## config.mk

```make
export PLATFORM = sky130hd
export DESIGN_NAME = trimmed_mean_adc_scanner_core
export DESIGN_NICKNAME = d
export VERILOG_FILES = /design/src/hw/rtl/tmas_pkg.sv /design/src/hw/rtl/tmas_cfg_regs.sv /design/src/hw/rtl/tmas_accum.sv /design/src/hw/rtl/trimmed_mean_adc_scanner_core.sv
export SDC_FILE = /design/constraint.sdc
export NUM_CORES = 1
export LEC_CHECK = 0
export CAP_MARGIN = 20
export CORE_AREA = 2 2 95 97
export DETAILED_ROUTE_END_ITERATION = 6
export DIE_AREA = 0 0 97 99
export DONT_BUFFER_PORTS = 1
export PLACE_DENSITY_LB_ADDON = 0.08
export SLEW_MARGIN = 0
export SYNTH_ARGS = -nofsm -noshare
export SYNTH_HDL_FRONTEND = slang
export SYNTH_SLANG_ARGS = --single-unit
```

## constraint.sdc

```tcl
create_clock -name clk -period 13.4 [get_ports clk]
set_input_delay 2.01 -clock clk [delete_from_list [all_inputs] [get_ports clk]]
set_output_delay 2.01 -clock clk [all_outputs]
set_load 0.02 [all_outputs]
```

## src/hw/rtl/tmas_pkg.sv

```systemverilog
// shared types, constants and helpers for the trimmed-mean converter scanner
package tmas_pkg;

	localparam int SAMPLES    = 10;
	localparam int SLOTS      = 3;
	localparam int NUM_REGS   = 3;
	localparam int SAMPLE_W   = 12;
	localparam int CHAN_W     = 4;
	localparam int SLOT_OUT_W = 2;
	localparam int CFG_IDX_W  = 2;
	localparam int REG_IDX_W  = $clog2(NUM_REGS);
	localparam int SLOT_W     = (SLOTS > 1) ? $clog2(SLOTS) : 1;
	localparam int CNT_W      = $clog2(SAMPLES + 1);
	localparam int SUM_W      = $clog2(SAMPLES * ((1 << SAMPLE_W) - 1) + 1);
	localparam int TRIM_DIV   = SAMPLES - 2;
	localparam int MAX_CHANNEL = 8;

	typedef logic [SAMPLE_W-1:0]   sample_t;
	typedef logic [CHAN_W-1:0]     chan_t;
	typedef logic [SLOT_W-1:0]     slot_t;
	typedef logic [CFG_IDX_W-1:0]  cfg_idx_t;
	typedef chan_t [NUM_REGS-1:0]  chan_regs_t;

	// reset channel of each register slot
	localparam chan_t CHAN_RESET [NUM_REGS] = '{4'd0, 4'd1, 4'd2};

	// mux channel for a slot: registered slots read their register, others use the slot number
	function automatic chan_t channel_of(chan_regs_t chans, slot_t s);
		logic [REG_IDX_W+SLOT_W-1:0] wide;
		chan_t ch;
		wide = (REG_IDX_W + SLOT_W)'(s);
		if (int'(s) < NUM_REGS) begin
			ch = chans[wide[REG_IDX_W-1:0]];
		end else begin
			ch = CHAN_W'(s);
		end
		return ch;
	endfunction

endpackage

```

## src/hw/rtl/tmas_cfg_regs.sv

```systemverilog
// configuration register file holding the mux channel of each slot
module tmas_cfg_regs (
	input  logic                 clk,
	input  logic                 arst_n,
	input  logic                 cfg_valid,
	output logic                 cfg_ready,
	input  tmas_pkg::cfg_idx_t   cfg_index,
	input  tmas_pkg::chan_t      cfg_data,
	output tmas_pkg::chan_regs_t chans
);
	import tmas_pkg::*;

	chan_regs_t chans_q;

	// writes are always taken
	assign cfg_ready = 1'b1;
	assign chans     = chans_q;

	// register writes; indexes past the list are dropped
	always_ff @(posedge clk or negedge arst_n) begin
		if (!arst_n) begin
			for (int i = 0; i < NUM_REGS; i++) begin
				chans_q[i] <= CHAN_RESET[i];
			end
		end else if (cfg_valid && cfg_ready) begin
			for (int i = 0; i < NUM_REGS; i++) begin
				if (int'(cfg_index) == i) begin
					chans_q[i] <= cfg_data;
				end
			end
		end
	end

endmodule

```

## src/hw/rtl/tmas_accum.sv

```systemverilog
// input register, min/max/sum accumulators and result register
module tmas_accum (
	input  logic                     clk,
	input  logic                     arst_n,
	input  logic                     in_valid,
	output logic                     in_stall,
	input  tmas_pkg::sample_t        sample,
	input  tmas_pkg::chan_regs_t     chans,
	output logic                     out_valid,
	input  logic                     out_stall,
	output logic [1:0]               slot,
	output tmas_pkg::sample_t        filtered_value,
	output logic                     sweep_done,
	output tmas_pkg::chan_t          next_mux_channel
);
	import tmas_pkg::*;

	logic              valid_s1;
	sample_t           sample_s1;
	sample_t           min_q;
	sample_t           max_q;
	logic [SUM_W-1:0]  sum_q;
	logic [CNT_W-1:0]  cnt_q;
	slot_t             slot_q;
	chan_t             mux_q;
	logic              out_valid_q;
	logic [1:0]        slot_out_q;
	sample_t           value_q;
	logic              done_q;

	sample_t           min_nxt;
	sample_t           max_nxt;
	logic [SUM_W-1:0]  sum_nxt;
	logic [SUM_W-1:0]  trimmed;
	logic              is_last;
	logic              done;
	slot_t             slot_nxt;
	chan_t             ch;
	chan_t             mux_nxt;
	logic              advance;
	logic              load_out;

	// accumulator step for the beat in the input register
	always_comb begin
		min_nxt  = (sample_s1 < min_q) ? sample_s1 : min_q;
		max_nxt  = (sample_s1 > max_q) ? sample_s1 : max_q;
		sum_nxt  = sum_q + SUM_W'(sample_s1);
		trimmed  = sum_nxt - SUM_W'(min_nxt) - SUM_W'(max_nxt);
		is_last  = (cnt_q == CNT_W'(SAMPLES - 1));
		done     = (slot_q == SLOT_W'(SLOTS - 1));
		slot_nxt = done ? '0 : slot_q + 1'b1;
		ch       = channel_of(chans, slot_nxt);
		mux_nxt  = (int'(ch) <= MAX_CHANNEL) ? ch : mux_q;
	end

	// a beat moves on unless it makes a result and the result register is held
	assign advance  = valid_s1 && (!is_last || !out_valid_q || !out_stall);
	assign load_out = advance && is_last;
	assign in_stall = valid_s1 && !advance;

	// input register
	always_ff @(posedge clk or negedge arst_n) begin
		if (!arst_n) begin
			valid_s1 <= 1'b0;
		end else if (!in_stall) begin
			valid_s1 <= in_valid;
		end
	end

	always_ff @(posedge clk) begin
		if (in_valid && !in_stall) begin
			sample_s1 <= sample;
		end
	end

	// accumulators, slot and mux state
	always_ff @(posedge clk or negedge arst_n) begin
		if (!arst_n) begin
			min_q  <= '1;
			max_q  <= '0;
			sum_q  <= '0;
			cnt_q  <= '0;
			slot_q <= '0;
			mux_q  <= '0;
		end else if (advance) begin
			if (is_last) begin
				min_q  <= '1;
				max_q  <= '0;
				sum_q  <= '0;
				cnt_q  <= '0;
				slot_q <= slot_nxt;
				mux_q  <= mux_nxt;
			end else begin
				min_q <= min_nxt;
				max_q <= max_nxt;
				sum_q <= sum_nxt;
				cnt_q <= cnt_q + 1'b1;
			end
		end
	end

	// result register
	always_ff @(posedge clk or negedge arst_n) begin
		if (!arst_n) begin
			out_valid_q <= 1'b0;
		end else if (load_out) begin
			out_valid_q <= 1'b1;
		end else if (!out_stall) begin
			out_valid_q <= 1'b0;
		end
	end

	always_ff @(posedge clk) begin
		if (load_out) begin
			slot_out_q <= 2'(slot_q);
			value_q    <= SAMPLE_W'(trimmed / TRIM_DIV);
			done_q     <= done;
		end
	end

	assign out_valid        = out_valid_q;
	assign slot             = slot_out_q;
	assign filtered_value   = value_q;
	assign sweep_done       = done_q;
	assign next_mux_channel = mux_q;

	// count never reaches the window length
	a_cnt_range: assert property (@(posedge clk) disable iff (!arst_n)
		int'(cnt_q) < SAMPLES)
		else $error("sample count out of range");

	// a result clears the window
	a_window_clear: assert property (@(posedge clk) disable iff (!arst_n)
		load_out |=> (cnt_q == '0) && (sum_q == '0) && out_valid_q)
		else $error("window not cleared after result");

	// min never above max once a window has samples
	a_min_max: assert property (@(posedge clk) disable iff (!arst_n)
		(cnt_q != '0) |-> (min_q <= max_q))
		else $error("running min above running max");

	// the reported channel is always a legal converter input
	a_mux_legal: assert property (@(posedge clk) disable iff (!arst_n)
		out_valid_q |-> (int'(mux_q) <= MAX_CHANNEL))
		else $error("mux channel out of range");

endmodule

```

## src/hw/rtl/trimmed_mean_adc_scanner_core.sv

```systemverilog
// top level of the trimmed-mean converter scanner
//
// channel  signals                                   direction  role
// in       in_valid, in_stall, sample                sink       one conversion per beat
// out      out_valid, out_stall, slot, filtered_value,
//          sweep_done, next_mux_channel              source     one beat per full window
// cfg      cfg_valid, cfg_ready, cfg_index, cfg_data sink       mux channel per slot
//
// one sample per cycle unless stalled: one accumulator stage between input and result regs
// the last sample of a window passes the input register, then its result loads the result register
// in_stall rises only when a window ends while an earlier result is still held by out_stall
// arst_n clears the window, slot, mux and valid flags; registers return to channels 0, 1, 2
// cfg_ready is always high; writes take effect on the next window end
module trimmed_mean_adc_scanner_core (
	input  logic                     clk,
	input  logic                     arst_n,
	input  logic                     in_valid,
	output logic                     in_stall,
	input  tmas_pkg::sample_t        sample,
	output logic                     out_valid,
	input  logic                     out_stall,
	output logic [1:0]               slot,
	output tmas_pkg::sample_t        filtered_value,
	output logic                     sweep_done,
	output tmas_pkg::chan_t          next_mux_channel,
	input  logic                     cfg_valid,
	output logic                     cfg_ready,
	input  tmas_pkg::cfg_idx_t       cfg_index,
	input  tmas_pkg::chan_t          cfg_data
);
	import tmas_pkg::*;

	chan_regs_t chans;

	// slot channel registers
	tmas_cfg_regs u_cfg (
		.clk       (clk),
		.arst_n    (arst_n),
		.cfg_valid (cfg_valid),
		.cfg_ready (cfg_ready),
		.cfg_index (cfg_index),
		.cfg_data  (cfg_data),
		.chans     (chans)
	);

	// accumulator datapath
	tmas_accum u_accum (
		.clk              (clk),
		.arst_n           (arst_n),
		.in_valid         (in_valid),
		.in_stall         (in_stall),
		.sample           (sample),
		.chans            (chans),
		.out_valid        (out_valid),
		.out_stall        (out_stall),
		.slot             (slot),
		.filtered_value   (filtered_value),
		.sweep_done       (sweep_done),
		.next_mux_channel (next_mux_channel)
	);

endmodule

```

# Yosys cells after proc, flatten, opt, wreduce, memory -nomap -nowiden
# Cells that the tools add are included.
dict set report totals {
  ff_bits 91
  latchBits 0
  ram_bits 0
  mem_bits_ro 0
  in_bits 23
  output_inout_bits 22
  memories 0
}
dict set report op_classes {
  add_sub_neg 5
  mul 0
  div_mod_pow 0
  order_cmp 5
  n_eq_ne 5
  n_shift 0
  mux 12
  bitwise_logic 0
  reduce_logical 17
}
# cell count
set op_table {}
lappend op_table {{$mux 12} 4}
lappend op_table {{$sub 15x12->15} 2}
lappend op_table {{$add 16x12->16} 1}
lappend op_table {{$mux 16} 1}
lappend op_table {{$gt 12x12->1} 1}
lappend op_table {{$lt 12x12->1} 1}
lappend op_table {{$mux 4} 3}
lappend op_table {{$bmux 4 s2} 1}
lappend op_table {{$reduce_and 2->1} 4}
lappend op_table {{$eq 2x2->1 const B} 3}
lappend op_table {{$logic_not 1->1} 5}
lappend op_table {{$add 4x1->4 const B} 1}
lappend op_table {{$eq 4x4->1 const B} 1}
lappend op_table {{$le 4x4->1 const B} 1}
lappend op_table {{$logic_and 1x1->1} 4}
lappend op_table {{$lt 2x3->1 const B} 1}
lappend op_table {{$reduce_and 3->1} 1}
lappend op_table {{$add 2x1->2 const B} 1}
lappend op_table {{$logic_not 2->1} 1}
lappend op_table {{$logic_or 1x1->1} 2}
lappend op_table {{$lt 2x2->1 const B} 1}
lappend op_table {{$mux 1} 2}
lappend op_table {{$mux 2} 1}
lappend op_table {{$ne 2x1->1 const B} 1}

# Logic depth before layout (Yosys ltp)
# Gate-level depths: netlist (run 1).
dict set report depth {
  ltp_word 9
  depth_mapped 22
}

# By module
# From an unflattened synthesis (run 1), not the netlist that was laid out.
dict set report hier_totals {
  hier_cells 477
  area_unflattened_um2 5406.4
}
# mod n_inst cells_per_inst area_per_inst_um2 seq_area_each_um2
set modules_own_cells {}
lappend modules_own_cells {tmas_accum 1 448 4923.5 2102.0}
lappend modules_own_cells {tmas_cfg_regs 1 29 483.0 302.8}

# Worst setup path before layout (run 1)
# No wires, ideal clock.
dict set report synth_timing {
  path_type {input port to output port}
  from {input out_stall}
  to {output in_stall}
  arrival_time_ps 2617
  t_required_ps 11390
  path_slack_ps 8773
  cell_stages 3
  path_cell_list {nand2_1 or3_1 inv_1}
}
dict set report synth_via {
  elab_chain_len 5
}
# item line_no
set synth_rtl {}
lappend synth_rtl {{start: declaration} trimmed_mean_adc_scanner_core.sv:21} ;# input logic out_stall,
lappend synth_rtl {{$logic_not 1->1} tmas_accum.sv:57} ;# assign advance = valid_s1 && (!is_last || !out_valid_q || !out_stall);
lappend synth_rtl {{$logic_or 1x1->1} tmas_accum.sv:57}
lappend synth_rtl {{$logic_and 1x1->1} tmas_accum.sv:57}
lappend synth_rtl {{$logic_not 1->1} tmas_accum.sv:59} ;# assign in_stall = valid_s1 && !advance;
lappend synth_rtl {{$logic_and 1x1->1} tmas_accum.sv:59}
lappend synth_rtl {{end: declaration} trimmed_mean_adc_scanner_core.sv:18} ;# output logic in_stall,
# No other way between the ends.

# Worst setup path after layout (run 1)
dict set report layout_timing {
  from {register u_accum.min_q[5]}
  to {register u_accum.value_q[11], in the netlist u_accum.filtered_value[11] (data pin)}
}
dict set report layout_via {
  elab_chain_len 4
}
# item line_no
set layout_rtl {}
lappend layout_rtl {{start: declaration} tmas_accum.sv:20} ;# sample_t min_q;
lappend layout_rtl {{start signal: assignment} tmas_accum.sv:94} ;# min_q <= min_nxt;
lappend layout_rtl {{$lt 12x12->1} tmas_accum.sv:45} ;# min_nxt = (sample_s1 < min_q) ? sample_s1 : min_q;
lappend layout_rtl {{$mux 12 *} tmas_accum.sv:45}
lappend layout_rtl {{$sub 15x12->15 * (2 in series)} tmas_accum.sv:48} ;# trimmed = sum_nxt - SUM_W'(min_nxt) - SUM_W'(max_nxt);
lappend layout_rtl {{via u_accum.trimmed[14]} tmas_accum.sv:34} ;# logic [SUM_W-1:0] trimmed;
lappend layout_rtl {{end signal: assignment} tmas_accum.sv:116} ;# value_q <= SAMPLE_W'(trimmed / TRIM_DIV);
lappend layout_rtl {{end: declaration} tmas_accum.sv:28} ;# sample_t value_q;
# The timed path passes the listed nets; every way through them passes the cells marked *.
# A chain may end at the register's enable or synchronous reset.

==> results of run 1 <==
-- cell type report --
class                      instances  area [µm²]  share of cell area (%)
clock inverter                     7        72.6                    1.26
inverter                          39         146                    2.55
sequential                        90        2400                    41.8
timing repair buffer               2        15.0                   0.261
tap                              108         135                    2.35
multi-input combinational        345        2850                    49.6
clock buffer                       9         124                    2.15
-- kinds of logic after synthesis --
| kind of cell | Yosys count |
|---|---|
| AOI/OAI and AO/OA | 129 |
| xor gates and xnor gates | 19 |
| adders and majority gates | 60 |
| buffers and inverters | 52 |
| DFF | 90 |
| muxes | 42 |
| other | 1 |
| and+or+nand+nor | 94 |
-- routing by layer --
layer,global-route usage (%),share of wire (%),vias up
met1,34.6,46,1862
met4,9.32,2.5,0
li1,-,-,1787
met5,0,0,-
met3,4.61,4.7,25
met2,40.9,47,116
-- sequential cells by signal (all words and copies together) (netlist names), 4 cells and up --
name	cells
u_cfg.chans	12
u_accum.sample_s1	12
u_accum.next_mux_channel	4
u_accum.cnt_q	4
u_accum.min_q	12
u_accum.sum_q	15
u_accum.max_q	12
u_accum.filtered_value	12
-- critical path, cell delays in order, from the launching register on --
cell,delay [ns]
dfstp_2,0.55
inv_1,0.05
ha_1,0.30
a21o_1,0.18
a21oi_1,0.14
o21ai_1,0.08
nor2_1,0.11
o21bai_1,0.12
a21oi_1,0.64
buf_4,0.31
mux2i_1,0.27
fa_1,0.43
ha_1,0.31
o21a_1,0.14
o31a_1,0.21
nor2_1,0.08
o22ai_1,0.33
a21oi_1,0.17
a21oi_1,0.22
and2b_1,0.22
xnor2_1,0.12
-- per-stage QoR --
step                      instance area [µm²]  hold WS, ns  utilization, %  setup WS [ns]
final                                    5750        0.515            67.2           8.20
after global routing                     5750        0.527            67.2           7.73
after CTS                                5750        0.518            67.2           8.23
after detailed placement                 5550        0.493            64.9           8.26
after global placement                   5550        0.486            64.9           8.36
after floorplan                          5450        0.423               -           8.77
-- path summary, 6_finish.rpt --
path,cells past startpoint,endpoint,start,slack (ns)
max in group asynchronous,0,u_accum.min_q[2]$_DFFE_PN1P_,arst_n,11.87
min in group asynchronous,0,u_accum.sum_q[9]$_DFFE_PN0P_,arst_n,1.32
worst max-delay path,20,u_accum.filtered_value[11]$_DFFE_PP_,u_accum.min_q[5]$_DFFE_PN1P_,8.20
worst max register to register,20,u_accum.filtered_value[11]$_DFFE_PP_,u_accum.min_q[5]$_DFFE_PN1P_,8.20
worst min-delay path,1,u_cfg.chans[10]$_DFFE_PN0P_,u_cfg.chans[10]$_DFFE_PN0P_,0.52
worst min register to register,1,u_cfg.chans[10]$_DFFE_PN0P_,u_cfg.chans[10]$_DFFE_PN0P_,0.52
-- cells in the mapped netlist (3+ instances only) --
cell type,count
a21o_1,12
edfxtp_1,27
o21bai_1,3
a21oi_1,30
nand2_1,25
xnor2_1,13
nand2b_1,3
xor2_1,6
nand4_1,3
nand3_1,5
o22ai_1,3
buf_2,4
o21a_1,3
a22o_1,24
fa_1,11
clkbuf_1,8
a31oi_1,3
dfrtp_1,49
nand3b_1,3
nor2b_1,7
o21ai_0,13
o32a_1,12
ha_1,49
inv_1,38
nor3_1,7
dfstp_2,14
nor2_1,28
o21ai_1,6
mux2i_1,30
mux2_2,12
==> results.py, run 1 <==
metrics = {
    "status": {
        "status": "complete, no violations",
    },
    "synth": {
        "yosys_most_used_dff": "dfrtp_1",
        "synthAdderAreaFrac_pct": 15.3,
        "netlist_area_um2": 5450,
        "synth_cell_types": 60,
        "synth_nets": 570,
        "synth_compound_area_share_pct": 17.3,
        "ys_warn_count": 0,
        "async_reset_ff_share_pct": 70.0,
        "synth_top_area_cell": "dfrtp_1",
        "synthMuxAreaShare_pct": 7.99,
        "synthSimpleGateAreaFrac_pct": 8.49,
        "yosysSeqAreaShare_pct": 44.1,
        "syn_avg_cell_area_um2": 11.2,
        "ys_top_cells_by_area": "dfrtp_1 22%, edfxtp_1 15%, ha_1 11%, dfstp_2 6.7%, mux2i_1 5.5%",
        "synth_xor_area_share_pct": 3.05,
        "synth_top_family_by_area": "compound AO/OA/AOI/OAI gates",
        "synth_top_area_share_pct": 22.5,
        "synthCells": 487,
        "synth_seq_cells": 90,
        "synth_edf_count": 27,
    },
    "clocking": {
        "cts.repair.resized": 0,
        "post_cts_buffers": 0,
        "clk_pin_slew_worst_paths_ns": 0.11,
        "htree_num_levels": 3,
        "cts_inserted_buffers": 9,
        "clock_path_buffers": 2,
        "clk_latency_ns": 0.38,
        "cts.sinks": 90,
        "cts_tree": "yes",
        "ctsRootBufferMaster": "clkbuf_8",
        "ctsHoldBuffers": 0,
    },
    "floorplanning": {
        "die_area_um2": 9600,
        "io_pins": 45,
        "start_util_pct": 63.8,
        "die_x_um": 97,
        "coreArea_um2": 8550,
        "die_y_um": 99,
        "rows": 34,
    },
    "timing": {
        "tns_ns": 0,
        "fmax_mhz": 192,
        "worst_pin_slew_ns": 1.10,
        "setup-violations-final": 0,
        "drv_slew": 0,
        "rsz0062_at_grt": "false",
        "slew_headroom_pct": 26.5,
        "period_share_pct": 38.8,
        "finalClockSkew_ns": 0.0124,
        "post-route-min-period_ns": 5.20,
        "final-hold-violation-count": 0,
    },
    "final_layout": {
        "synthToLayoutAreaGrowth_pct": 5.44,
        "fin_cells": 600,
        "final_net_count": 570,
        "nFillCells": 633,
        "mostFrequentLayoutCells": "49 x ha_1, 49 x dfrtp_1, 38 x inv_1, 30 x a21oi_1, 30 x mux2i_1",
        "antenna_cells": 0,
        "drive_gt1_share_pct": 11.2,
    },
    "grt": {
        "grt_pass1_vias": 3792,
        "antenna_found_initial": 0,
        "grt_util_all_layers_pct": 25.3,
        "grt_overflow": 0,
        "grt_max_degree": 64,
        "grt_pass1_wl_um": 19200,
    },
    "placement": {
        "port_buffers": 0,
        "dp.cells": 584,
        "place.gp.congestion": 0.872,
        "hpwl_um": 8280,
    },
    "routing": {
        "drt_iter0_drc": 177,
        "drt-total-wl_um": 11400,
        "vias": 3790,
        "viasPerCell": 6.32,
        "wl_per_cell_um": 19.0,
        "drc_errors": 0,
        "dr.pass1.iters": 5,
        "ant_nets": 0,
    },
    "worst_hold_path": {
        "min_path_type": "reg -> reg",
    },
    "worst_setup_path": {
        "arrival_ns": 5.34,
        "cp.required_ns": 13.54,
        "end_kind": "flip-flop",
        "crit_type": "reg -> reg",
        "cp_max_fo": 7,
        "startpoint_type": "flip-flop",
    },
    "run": {
        "maxCapViolations": 0,
    },
}
Power of run 1 is left out: the tool's default activity adds up to more than one toggle a clock period on the data nets, which glitch-free logic cannot reach.
==> inputs of run 2 (changes only) <==
ABC_AREA = 1   (was default)
CORE_AREA = 2 2 100 102   (was 2 2 95 97)
DIE_AREA = 0 0 102 104   (was 0 0 97 99)
clock period = 5 ns   (was 13.4 ns; I/O delays follow)
==> results.py, run 2 <==
metrics = {
    "status": {
        "status": "complete, no violations",
    },
    "timing": {
        "post-route-min-period_ns": 4.37,
        "drv_slew": 0,
        "fmax_mhz": 229,
        "slew_headroom_pct": 31.5,
        "final-hold-violation-count": 0,
        "finalClockSkew_ns": 0.0101,
        "setup-violations-final": 0,
        "worst_hold_slack_ns": 0.0562,
        "period_share_pct": 87.5,
        "rsz0062_at_grt": "false",
        "worst_pin_slew_ns": 1.02,
        "tns_ns": 0,
    },
    "clocking": {
        "clk_latency_ns": 0.38,
        "cts_inserted_buffers": 9,
        "cts.sinks": 90,
        "cts.repair.resized": 0,
        "clk_pin_slew_worst_paths_ns": 0.09,
        "post_cts_buffers": 0,
        "ctsRootBufferMaster": "clkbuf_8",
        "ctsHoldBuffers": 0,
        "clock_path_buffers": 2,
        "cts_tree": "yes",
        "htree_num_levels": 3,
    },
    "routing": {
        "drt_iter0_drc": 286,
        "ant_nets": 0,
        "wl_per_cell_um": 15.4,
        "viasPerCell": 5.56,
        "drc_errors": 0,
        "drt-total-wl_um": 13900,
        "dr.pass1.iters": 5,
        "vias": 5002,
    },
    "floorplanning": {
        "die_y_um": 104,
        "rows": 36,
        "coreArea_um2": 9550,
        "die_x_um": 102,
        "start_util_pct": 62.8,
        "io_pins": 45,
        "die_area_um2": 10600,
    },
    "synth": {
        "yosysSeqAreaShare_pct": 40.1,
        "ys_warn_count": 0,
        "synth_seq_cells": 90,
        "netlist_area_um2": 6000,
        "async_reset_ff_share_pct": 70.0,
        "ys_top_cells_by_area": "dfrtp_1 20%, nand2_1 15%, edfxtp_1 14%, ha_1 10%, inv_1 6.8%",
        "syn_avg_cell_area_um2": 7.85,
        "post-synth-top-count-cell": "nand2_1",
        "synth_nets": 847,
        "synth_cell_types": 39,
        "yosys_most_used_dff": "dfrtp_1",
        "synth_top_area_cell": "dfrtp_1",
        "synthCells": 764,
        "synth_top_area_share_pct": 20.4,
        "ys_top_cells_by_count": "244 x nand2_1, 108 x inv_1, 73 x nand3_1",
        "synth_edf_count": 27,
    },
    "worst_setup_path": {
        "cp.required_ns": 5.14,
        "max_stage_delay_ns": 0.52,
        "crit_path_top_delay_cell": "edfxtp_1",
        "path_common_cell": "nand2_1",
        "crit_path_cell_trace": "ha_1, inv_1, o21bai_1, nand2_1, nand2_1, nand2_1, nand3_1, nand2_1, nand2_1, nand2_1, fa_1, ha_1, nand2_1, nand2_1, nand2_1, nand2_1, nor2_2, nor2_1, nor2_1, nand3_1, nand2_1, nand2_1",
        "startpoint_type": "flip-flop",
        "arrival_ns": 4.52,
        "end_kind": "flip-flop",
        "r2r_slack_ns": 0.63,
        "cp_max_fo": 13,
        "crit_type": "reg -> reg",
    },
    "final_layout": {
        "ff_latch_area_um2": 2400,
        "largest_reg_flops": 15,
        "final_net_count": 845,
        "antenna_cells": 0,
        "drive_gt1_share_pct": 6.52,
        "synthToLayoutAreaGrowth_pct": 4.63,
        "final_common_cell": "nand2_1",
        "multi_input_area_um2": 3100,
        "nFillCells": 873,
        "mostFrequentLayoutCells": "244 x nand2_1, 108 x inv_1, 73 x nand3_1, 49 x ha_1, 49 x dfrtp_1",
        "regMostFlops": "u_accum.sum_q",
    },
    "grt": {
        "grt_util_all_layers_pct": 28.1,
        "grt_max_degree": 64,
        "antenna_found_initial": 0,
        "grt_overflow": 0,
        "grt_pass1_vias": 4983,
        "grt_pass1_wl_um": 23200,
    },
    "worst_hold_path": {
        "min_path_type": "in -> async",
    },
    "placement": {
        "place.gp.congestion": 0.985,
        "hpwl_um": 10600,
        "port_buffers": 0,
    },
    "run": {
        "maxCapViolations": 0,
    },
}
run 2: cell count changes after synthesis, moves of 8 or more:
cell / before / now
o32a_1: 12 / 0
mux2_2: 12 / 0
nand2_1: 25 / 244
o21ai_0: 13 / 21
mux2i_1: 30 / 0
a21o_1: 12 / 3
a22o_1: 24 / 2
nor2_1: 28 / 37
nand3_1: 5 / 73
inv_1: 38 / 108
run 2: layout make-up:
class                      instances  area share, %
clock buffer                      11           2.25
clock inverter                     5          0.598
inverter                         112           6.70
multi-input combinational        548           49.4
sequential                        90           38.3
tap                              133           2.65
timing repair buffer               1          0.120
run 2: path summary, 6_finish.rpt:
kind | startpoint | endpoint | depth (start not counted)
min in group clk | sample[5] | u_accum.sample_s1[5]$_DFFE_PP_ | 0
worst max-delay path | u_accum.sample_s1[1]$_DFFE_PP_ | u_accum.filtered_value[11]$_DFFE_PP_ | 22
worst min-delay path | arst_n | u_accum.max_q[2]$_DFFE_PN0P_ | 0
worst min register to register | u_accum.cnt_q[3]$_DFFE_PN0P_ | u_accum.cnt_q[3]$_DFFE_PN0P_ | 1
max in group asynchronous | arst_n | u_cfg.chans[9]$_DFFE_PN1P_ | 0
worst max register to register | u_accum.sample_s1[1]$_DFFE_PP_ | u_accum.filtered_value[11]$_DFFE_PP_ | 22
run 2: cell families after synthesis:
group / synth area share, %
buf+inv: 8.30
compound gates: 7.92
other cells: 0.0625
fa+ha+maj: 13.9
simple gates: 27.1
flops: 40.1
xor+xnor: 2.63
run 2: metrics by stage:
stage	cell area (µm²)	cells	utilization [%]	worst slack (ns)
after floorplan	6000	764	-	1.51
after global placement	6100	884	63.9	0.877
after detailed placement	6100	884	63.9	0.734
after CTS	6280	900	65.7	0.734
after global routing	6280	900	65.7	0.260
final	6280	900	65.7	0.625
run 2: critical path: cells and delay by family (launching register included):
| family | cells | cell delay [ns] |
|---|---|---|
| flip-flops | 1 | 0.52 |
| AO/OA/AOI/OAI | 1 | 0.11 |
| buffers and inverters | 1 | 0.05 |
| adder cells (fa/ha/maj) | 3 | 1.20 |
| AND/OR/NAND/NOR | 17 | 2.26 |
run 2: metal layers:
| metal | wire (µm) | share of wire [%] | vias to the layer above | track usage [%] |
|---|---|---|---|---|
| li1 | - | - | 2444 | - |
| met1 | 5900 | 42 | 2369 | 35.3 |
| met2 | 7040 | 51 | 156 | 48.0 |
| met3 | 549 | 4.0 | 33 | 4.10 |
| met4 | 399 | 2.9 | 0 | 11.5 |
| met5 | 0 | 0 | - | 0 |
Power of run 2 is left out for the same reason.
==> inputs of run 3 (changes only) <==
CORE_AREA = 2 2 101 103   (was 2 2 100 102)
DIE_AREA = 0 0 103 105   (was 0 0 102 104)
SYNTH_HIERARCHICAL = 1   (was default)
==> results.py, run 3 <==
metrics = {
    "floorplanning": {
        "die_area_um2": 10800,
        "die_x_um": 103,
        "rows": 36,
        "start_util_pct": 63.6,
        "io_pins": 45,
        "coreArea_um2": 9640,
        "die_y_um": 105,
    },
    "timing": {
        "drv_slew": 0,
        "rsz0062_at_grt": "false",
        "setup-violations-final": 0,
        "slew_headroom_pct": 35.4,
        "worst_pin_slew_ns": 0.966,
        "final-hold-violation-count": 0,
        "tns_ns": 0,
        "finalClockSkew_ns": 0.0136,
        "period_share_pct": 84.6,
        "fmax_mhz": 237,
        "post-route-min-period_ns": 4.23,
    },
    "placement": {
        "port_buffers": 0,
        "hpwl_um": 10900,
        "place.gp.congestion": 0.939,
    },
    "final_layout": {
        "antenna_cells": 0,
        "drive_gt1_share_pct": 7.86,
        "mostFrequentLayoutCells": "252 x nand2_1, 99 x inv_1, 68 x nand3_1, 49 x ha_1, 49 x dfrtp_1",
        "regMostFlops": "u_accum/sum_q",
        "synthToLayoutAreaGrowth_pct": 3.98,
        "largest_reg_flops": 15,
        "nFillCells": 879,
        "final_net_count": 854,
        "final_common_cell": "nand2_1",
    },
    "synth": {
        "async_reset_ff_share_pct": 70.0,
        "ys_top_cells_by_area": "dfrtp_1 20%, nand2_1 15%, edfxtp_1 13%, ha_1 10%, inv_1 6.1%",
        "post-synth-top-count-cell": "nand2_1",
        "yosysSeqAreaShare_pct": 39.2,
        "synth_nets": 856,
        "synthCells": 773,
        "synth_top_area_cell": "dfrtp_1",
        "syn_avg_cell_area_um2": 7.93,
        "synth_cell_types": 46,
        "synth_top_area_share_pct": 20.0,
        "synth_edf_count": 27,
        "synth_seq_cells": 90,
        "ys_top_cells_by_count": "252 x nand2_1, 99 x inv_1, 68 x nand3_1",
        "netlist_area_um2": 6130,
        "yosys_most_used_dff": "dfrtp_1",
        "ys_warn_count": 6,
    },
    "clocking": {
        "clk_pin_slew_worst_paths_ns": 0.09,
        "ctsRootBufferMaster": "clkbuf_8",
        "htree_num_levels": 3,
        "cts_tree": "yes",
        "cts.repair.resized": 0,
        "cts.sinks": 90,
        "post_cts_buffers": 0,
        "clk_latency_ns": 0.39,
        "ctsHoldBuffers": 0,
        "cts_inserted_buffers": 9,
        "clock_path_buffers": 2,
    },
    "grt": {
        "grt_use_met2_pct": 47.5,
        "antenna_found_initial": 0,
        "grt_max_degree": 64,
        "grt_overflow": 0,
        "grt_use_met3_pct": 6.42,
        "busiest_layer": "met2",
        "grt_pass1_vias": 5051,
        "grt_pass1_wl_um": 23800,
        "grt_util_all_layers_pct": 28.4,
        "met1_usage_pct": 35.0,
    },
    "worst_setup_path": {
        "endpoint": "u_accum/filtered_value[11]$_DFFE_PP_",
        "path_buf_inv": 1,
        "cp-startpoint": "u_accum/sample_s1[5]$_DFFE_PP_",
        "crit_type": "reg -> reg",
        "reg2reg_to": "u_accum/filtered_value[11]$_DFFE_PP_",
        "crit_path_top_delay_cell": "edfxtp_1",
        "worstSetupPathDepth": 19,
        "path_common_cell": "nand2_1",
        "crit_family": "simple AND/OR/NAND/NOR gates",
        "r2r_start": "u_accum/sample_s1[5]$_DFFE_PP_",
        "cp.required_ns": 5.14,
        "arrival_ns": 4.37,
        "startpoint_type": "flip-flop",
        "ff2ff_path_depth": 19,
        "r2r_slack_ns": 0.77,
        "end_kind": "flip-flop",
        "cp_max_fo": 13,
        "crit_path_cell_trace": "ha_1, nand4_1, nor3_1, nand2_1, nand2_1, nand2_1, nand2_1, fa_1, ha_1, nand2_1, inv_1, nand2_1, nand2_1, nor2_1, nor2_1, nor2_1, nand3_1, nand2_1, nand2_1",
        "max_stage_delay_ns": 0.47,
    },
    "routing": {
        "drc_errors": 0,
        "viasPerCell": 5.51,
        "dr.pass1.iters": 5,
        "drt-total-wl_um": 14100,
        "drt_iter0_drc": 278,
        "vias": 5007,
        "wl_per_cell_um": 15.5,
        "ant_nets": 0,
    },
    "run": {
        "maxCapViolations": 0,
    },
    "worst_hold_path": {
        "min_path_type": "in -> async",
    },
    "status": {
        "status": "complete, no violations",
    },
}
run 3: per-layer routing:
metal	part of all wire (%)	wire length (µm)	vias up
li1	-	-	2486
met1	43	6070	2357
met2	50	7000	127
met3	3.9	556	37
met4	3.6	503	0
met5	0	0	-
run 3: logic make-up (layout without fill, tap and decap cells):
family / after synthesis / in the layout / share of synthesized area, %
xor gates and xnor gates: 18 / 18 / 2.57
and+or+nand+nor: 409 / 409 / 29.2
other: 1 / 1 / 0.0612
AOI/OAI and AO/OA: 73 / 73 / 6.76
buffers and inverters: 122 / 125 / 8.53
adders and majority gates: 60 / 60 / 13.6
DFF: 90 / 90 / 39.2
run 3: through the flow:
stage                     area [µm²]  hold WS, ns  std cells  setup slack [ns]  util (%)
final                           6370       0.0489        909             0.772      66.1
after detailed placement        6190        0.456        893             0.863      64.2
after CTS                       6370       0.0325        909             0.842      66.1
after global routing            6370       0.0207        909             0.404      66.1
after floorplan                 6130        0.435        773              1.57         -
after global placement          6190        0.456        893              1.00      64.2
run 3: how the worst min path moves through the flow:
| stage | from | end | slack, ns | cells past startpoint |
|---|---|---|---|---|
| after global placement | arst_n | u_accum/max_q[11]$_DFFE_PN0P_ | 0.46 | 0 |
| after global routing | arst_n | u_accum/max_q[4]$_DFFE_PN0P_ | 0.02 | 0 |
| final | arst_n | u_accum/max_q[4]$_DFFE_PN0P_ | 0.05 | 0 |
| after CTS | arst_n | u_accum/max_q[4]$_DFFE_PN0P_ | 0.03 | 0 |
| after detailed placement | arst_n | u_accum/max_q[9]$_DFFE_PN0P_ | 0.46 | 0 |
| after floorplan | u_accum/cnt_q[3]$_DFFE_PN0P_ | u_accum/cnt_q[3]$_DFFE_PN0P_ | 0.43 | 1 |
run 3: area by class of cell:
| cell class | instances | area [µm²] | share of cell area, % |
|---|---|---|---|
| Clock buffer | 13 | 160 | 2.51 |
| Clock inverter | 3 | 22.5 | 0.353 |
| Inverter | 107 | 403 | 6.32 |
| Multi-Input combinational cell | 561 | 3200 | 50.2 |
| Sequential cell | 90 | 2400 | 37.7 |
| Tap cell | 133 | 166 | 2.61 |
| Timing Repair Buffer | 2 | 15.0 | 0.236 |
Power of run 3 is left out for the same reason.
